$ cat src/design/egress_flow_filter_defines.svh
// Assertion macros for the egress flow filter.
`ifndef EGRESS_FLOW_FILTER_DEFINES_SVH
`define EGRESS_FLOW_FILTER_DEFINES_SVH

`ifndef NO_ASSERTIONS
`define EFF_ASSERT_IMPL(label, clk, rst_n, ante, cons) \
  label: assert property (@(posedge clk) disable iff (!rst_n) (ante) |-> (cons)) \
    else $error("assertion failed");
`define EFF_ASSERT_NEXT(label, clk, rst_n, ante, cons) \
  label: assert property (@(posedge clk) disable iff (!rst_n) (ante) |=> (cons)) \
    else $error("assertion failed");
`else
`define EFF_ASSERT_IMPL(label, clk, rst_n, ante, cons)
`define EFF_ASSERT_NEXT(label, clk, rst_n, ante, cons)
`endif

`endif

$ cat src/design/eff_ram.sv
`default_nettype none
module eff_ram #(
  parameter int Width = 8,
  parameter int Depth = 16,
  parameter int AddrW = (Depth > 1) ? $clog2(Depth) : 1
) (
  input  wire logic             clk,
  input  wire logic             we,
  input  wire logic [AddrW-1:0] waddr,
  input  wire logic [Width-1:0] wdata,
  input  wire logic [AddrW-1:0] raddr,
  output logic      [Width-1:0] rdata
);
  logic [Width-1:0] mem [Depth];

  always_ff @(posedge clk) begin
    if (we) begin
      mem[waddr] <= wdata;
    end
    rdata <= mem[raddr];
  end
endmodule
`default_nettype wire

$ cat config.mk
export PLATFORM = sky130hd
export DESIGN_NAME = eff_ram
export DESIGN_NICKNAME = d
export VERILOG_FILES = /design/src/design/egress_flow_filter_defines.svh /design/src/design/eff_ram.sv
export SDC_FILE = /design/constraint.sdc
export NUM_CORES = 1
export LEC_CHECK = 0
export BUFFER_PORTS_ARGS = -buffer_cell sky130_fd_sc_hd__buf_2
export CAP_MARGIN = 20
export CORE_MARGIN = 3
export CORE_UTILIZATION = 30
export CTS_CLUSTER_SIZE = 40
export DETAILED_ROUTE_END_ITERATION = 12
export PLACE_DENSITY = 0.54
export RECOVER_POWER = 50
export SLEW_MARGIN = 15
export SYNTH_ARGS = -nofsm -noshare
export SYNTH_HDL_FRONTEND = slang
export SYNTH_SLANG_ARGS = --single-unit
$ cat constraint.sdc
create_clock -name clk -period 4 [get_ports clk]
set_input_delay 1.2 -clock clk [delete_from_list [all_inputs] [get_ports clk]]
set_output_delay 1.2 -clock clk [all_outputs]
set_load 0.03 [all_outputs]
# ---- Word level (Yosys, flattened, before mapping)
# Memory sizes are Yosys's and may differ from the RTL's. A register that Yosys moved wholly into a read port is not among the register bits.
# Cells that the tools add are included.
dict set report word_totals {
  register_bits 0
  latch_bits 0
  mem_bits_rw 128
  rom_bits 0
  in_bits 18
  output_inout_bits 8
  memories 1
}
# memory depth width rd rd_ports_with_merged_regs write_ports line
set mem_list {}
lappend mem_list {mem 16 8 1 1 1 eff_ram.sv:14} ;# logic [Width-1:0] mem [Depth];
dict set report classes {
  addsub 0
  n_mul 0
  n_div 0
  magnitude_cmp 0
  n_eq_ne 0
  shift 0
  muxes 2
  bitwise_logic 0
  reduce_logical 0
}
# cell count
set op_table {}
lappend op_table {{2-to-1 mux 1 bit} 2}

# ---- Logic depth before layout (Yosys ltp)
dict set report depth {
  word_depth 2
  depth_mapped 5
  ltp_nobuf 3
}

# ---- Worst setup path after synthesis
# No wires, ideal clock.
dict set report synth_timing {
  path_kind {in2reg}
  from {input waddr[2]}
  to {memory mem[0][0] (enable)}
  arrival_ns 2.310
  t_required_ns 3.617
  path_slack_ns 1.307
  path_stages 2
  cell_sequence {or3b_2 nor3_1}
}
# item line
set synth_rtl {}
lappend synth_rtl {{start: declaration} eff_ram.sv:9} ;# input wire logic [AddrW-1:0] waddr,
lappend synth_rtl {{end: declaration} eff_ram.sv:14}
# No word-level cell before the write port.

==> results_dict.tcl <==
set metrics [dict create \
    outcome "completed" \
    crit_arrival_ns 2.90 \
    overflow 0 \
    gr-usage-all-layers_pct 11.77 \
    io_pins 26 \
    critPathLaunch "raddr[0]" \
    ant_nets 0 \
    skew_ns 0.02213 \
    routed_via_density 4.679 \
    period_needed_ns 2.623 \
    yosysMostFrequentCell "edfxtp_1" \
    start_util_pct 30.82 \
    drc_errors 0 \
    cts_tree "done" \
    die_y_um 137.0 \
    grt_pass1_wl_um 15360 \
    maxCapViolCount 0 \
    wl_met2_um 4616 \
    synth_edf_count 128 \
    fillers 1569 \
    insertion_delay_ns 0.41 \
    maxSlewViolCount 0 \
    drt_iter0_markers 192 \
    dieWidth_um 137.0 \
    slew_headroom_pct 36.93 \
    ys_types 19 \
    r2r_cells 3 \
    first_global_vias 2465 \
    cts_made_buffers 17 \
    postCtsSetupBuffers 0 \
    synth_fp_nets 247 \
    clk_pin_slew_ns 0.05 \
    finalSetupViolCount 0 \
    cts_num_sinks 136 \
    wl_met1_um 4739 \
    core-area_sq_mm 0.01670 \
    start_kind "input port" \
    regToRegSetupSlack_ns 2.60 \
    syn_area_sq_mm 0.005147 \
    worst_pin_slew_ns 0.9426 \
    tns_ns 0 \
    cts_root_buf "clkbuf_16" \
    diodes 0 \
    leakagePower_uw 0.001949 \
    die_area_sq_mm 0.01877 \
    ys_warn_count 0 \
    final_cells 501 \
    worstSetupEndpoint "rdata[3]" \
    final_util_pct 36.03 \
    grt_max_degree 33 \
    cts_buffer_depth 2 \
    drive_gt1_share_pct 21.35 \
    cts_resized 0 \
    synthCells 229 \
    clock.fmax_mhz 381.3 \
    vias 2344 \
    avgSynthCellArea_sq_um 22.48 \
    crit_path_end_kind "register" \
    finalCritPeriodShare_pct 65.56 \
    worstHoldPathType "reg2reg" \
    path_class "in2reg" \
    reg2reg_to "rdata[3]" \
    syn_to_final_growth_pct 16.89 \
    drt_wl_total_um 9947 \
    std_cell_rows 47 \
    ys_top_cells_by_area "edfxtp_1, mux4_2, mux4_1, dfxtp_1, a22oi_1" \
    ir_drop_v 0.0002896 \
    yosys.area.top_type "edfxtp_1" \
    rr_startpoint "mem[1][3]" \
    synth.yosys.seq_area_share_pct 77.78 \
    hold_buffers 0 \
    cts-htree-levels 4 \
    route.met3.wl_um 510 \
    antenna_found_initial 0 \
    top_layer "met4" \
    power.total_uw 3149 \
    rsz0062_at_grt "no" \
    gp_congestion 0.7598 \
    wl_per_cell_um 19.85 \
    ys_async_sr_fraction_pct 0 \
    io_buffer_count 25 \
    synth-main-ff-cell "edfxtp_1" \
    placedCellCount 469 \
    yosysTopAreaCellShare_pct 74.67 \
    hold_violations 0 \
    dr.pass1.iters 4 \
    yosys_register_bits 136 \
    synthTopCellsByCount "edfxtp_1, mux4_2, a22oi_1" \
    critPathMaxFanout 18 \
    p_per_area_mw_per_mm2 523.4 \
    nNetsFinal 286 \
    hpwl_um 6524 \
    cp_data_required_time_ns 4.28 \
]
[layout by cell type, fill, tap and decap left out, types with 8 or more instances in the layout]
cell type  synthesis  routed
a22oi_1           16      16
buf_2              3      16
clkbuf_1           0      18
clkbuf_16          0      17
dfxtp_1            8       8
edfxtp_1         128     128
mux4_1            14      14
mux4_2            18      18
nand2_1            9       9
nor2_1            13      13
[registers in the layout, indices dropped and copies added (netlist names)]
register,flops
mem,128
rdata,8
[how the worst min path moves through the flow]
stage,from,endpoint,cells after the start,slack [ns]
final,mem[2][6],rdata[6],3,0.69
after global routing,mem[7][7],rdata[7],3,0.71
after CTS,mem[2][6],rdata[6],3,0.69
after detailed placement,mem[2][6],rdata[6],3,0.68
after global placement,mem[8][2],rdata[2],3,0.67
after floorplan,mem[7][0],rdata[0],3,0.63
[final cells by class]
type | count | area [sq um] | area share [%]
multi-input cells | 83 | 1057 | 17.57
flip-flops and latches | 136 | 4004 | 66.54
repair buffers | 30 | 160.2 | 2.662
well taps | 220 | 275.3 | 4.575
clock buffers | 26 | 469.2 | 7.798
clock inverters | 6 | 51.30 | 0.8526
[stage by stage]
step | hold slack [ns] | setup WS [ns] | area [sq um]
CTS | 0.6884 | 1.357 | 6032
floorplan | 0.6293 | 1.307 | 5147
global placement | 0.6665 | 0.9151 | 5512
finish | 0.6851 | 1.377 | 6017
global route | 0.7123 | 1.234 | 6017
detailed placement | 0.6753 | 0.9200 | 5512
[where the power goes]
part           internal, uW  leakage (uW)  switching (uW)
Combinational          58.0      0.000472             100
Clock                   862      0.000253             524
Sequential             1600       0.00122            9.14
Total                  2520       0.00195             634
[logic make-up (layout without fill, tap and decap cells)]
group	count (synthesis)	after routing	share of synthesized area [%]
buffers and inverters	10	62	1.677
multiplexers	32	32	15.02
AND/OR/NAND/NOR	35	35	3.184
flip-flops	136	136	77.78
AO/OA/AOI/OAI	16	16	2.334
[critical path, cell delays in order]
cell     delay, ns
buf_2         0.44
buf_12        0.25
mux4_1        0.57
a22oi_1       0.29
nand2_1       0.11
[routing by layer]
| metal | up-vias | GRT usage [%] |
|---|---|---|
| met5 | - | 0 |
| met4 | 0 | 3.991 |
| met3 | 7 | 4.044 |
| met2 | 62 | 17.52 |
| met1 | 1220 | 16.17 |
| li1 | 1055 | - |
Power figures use the tool's default switching activity.
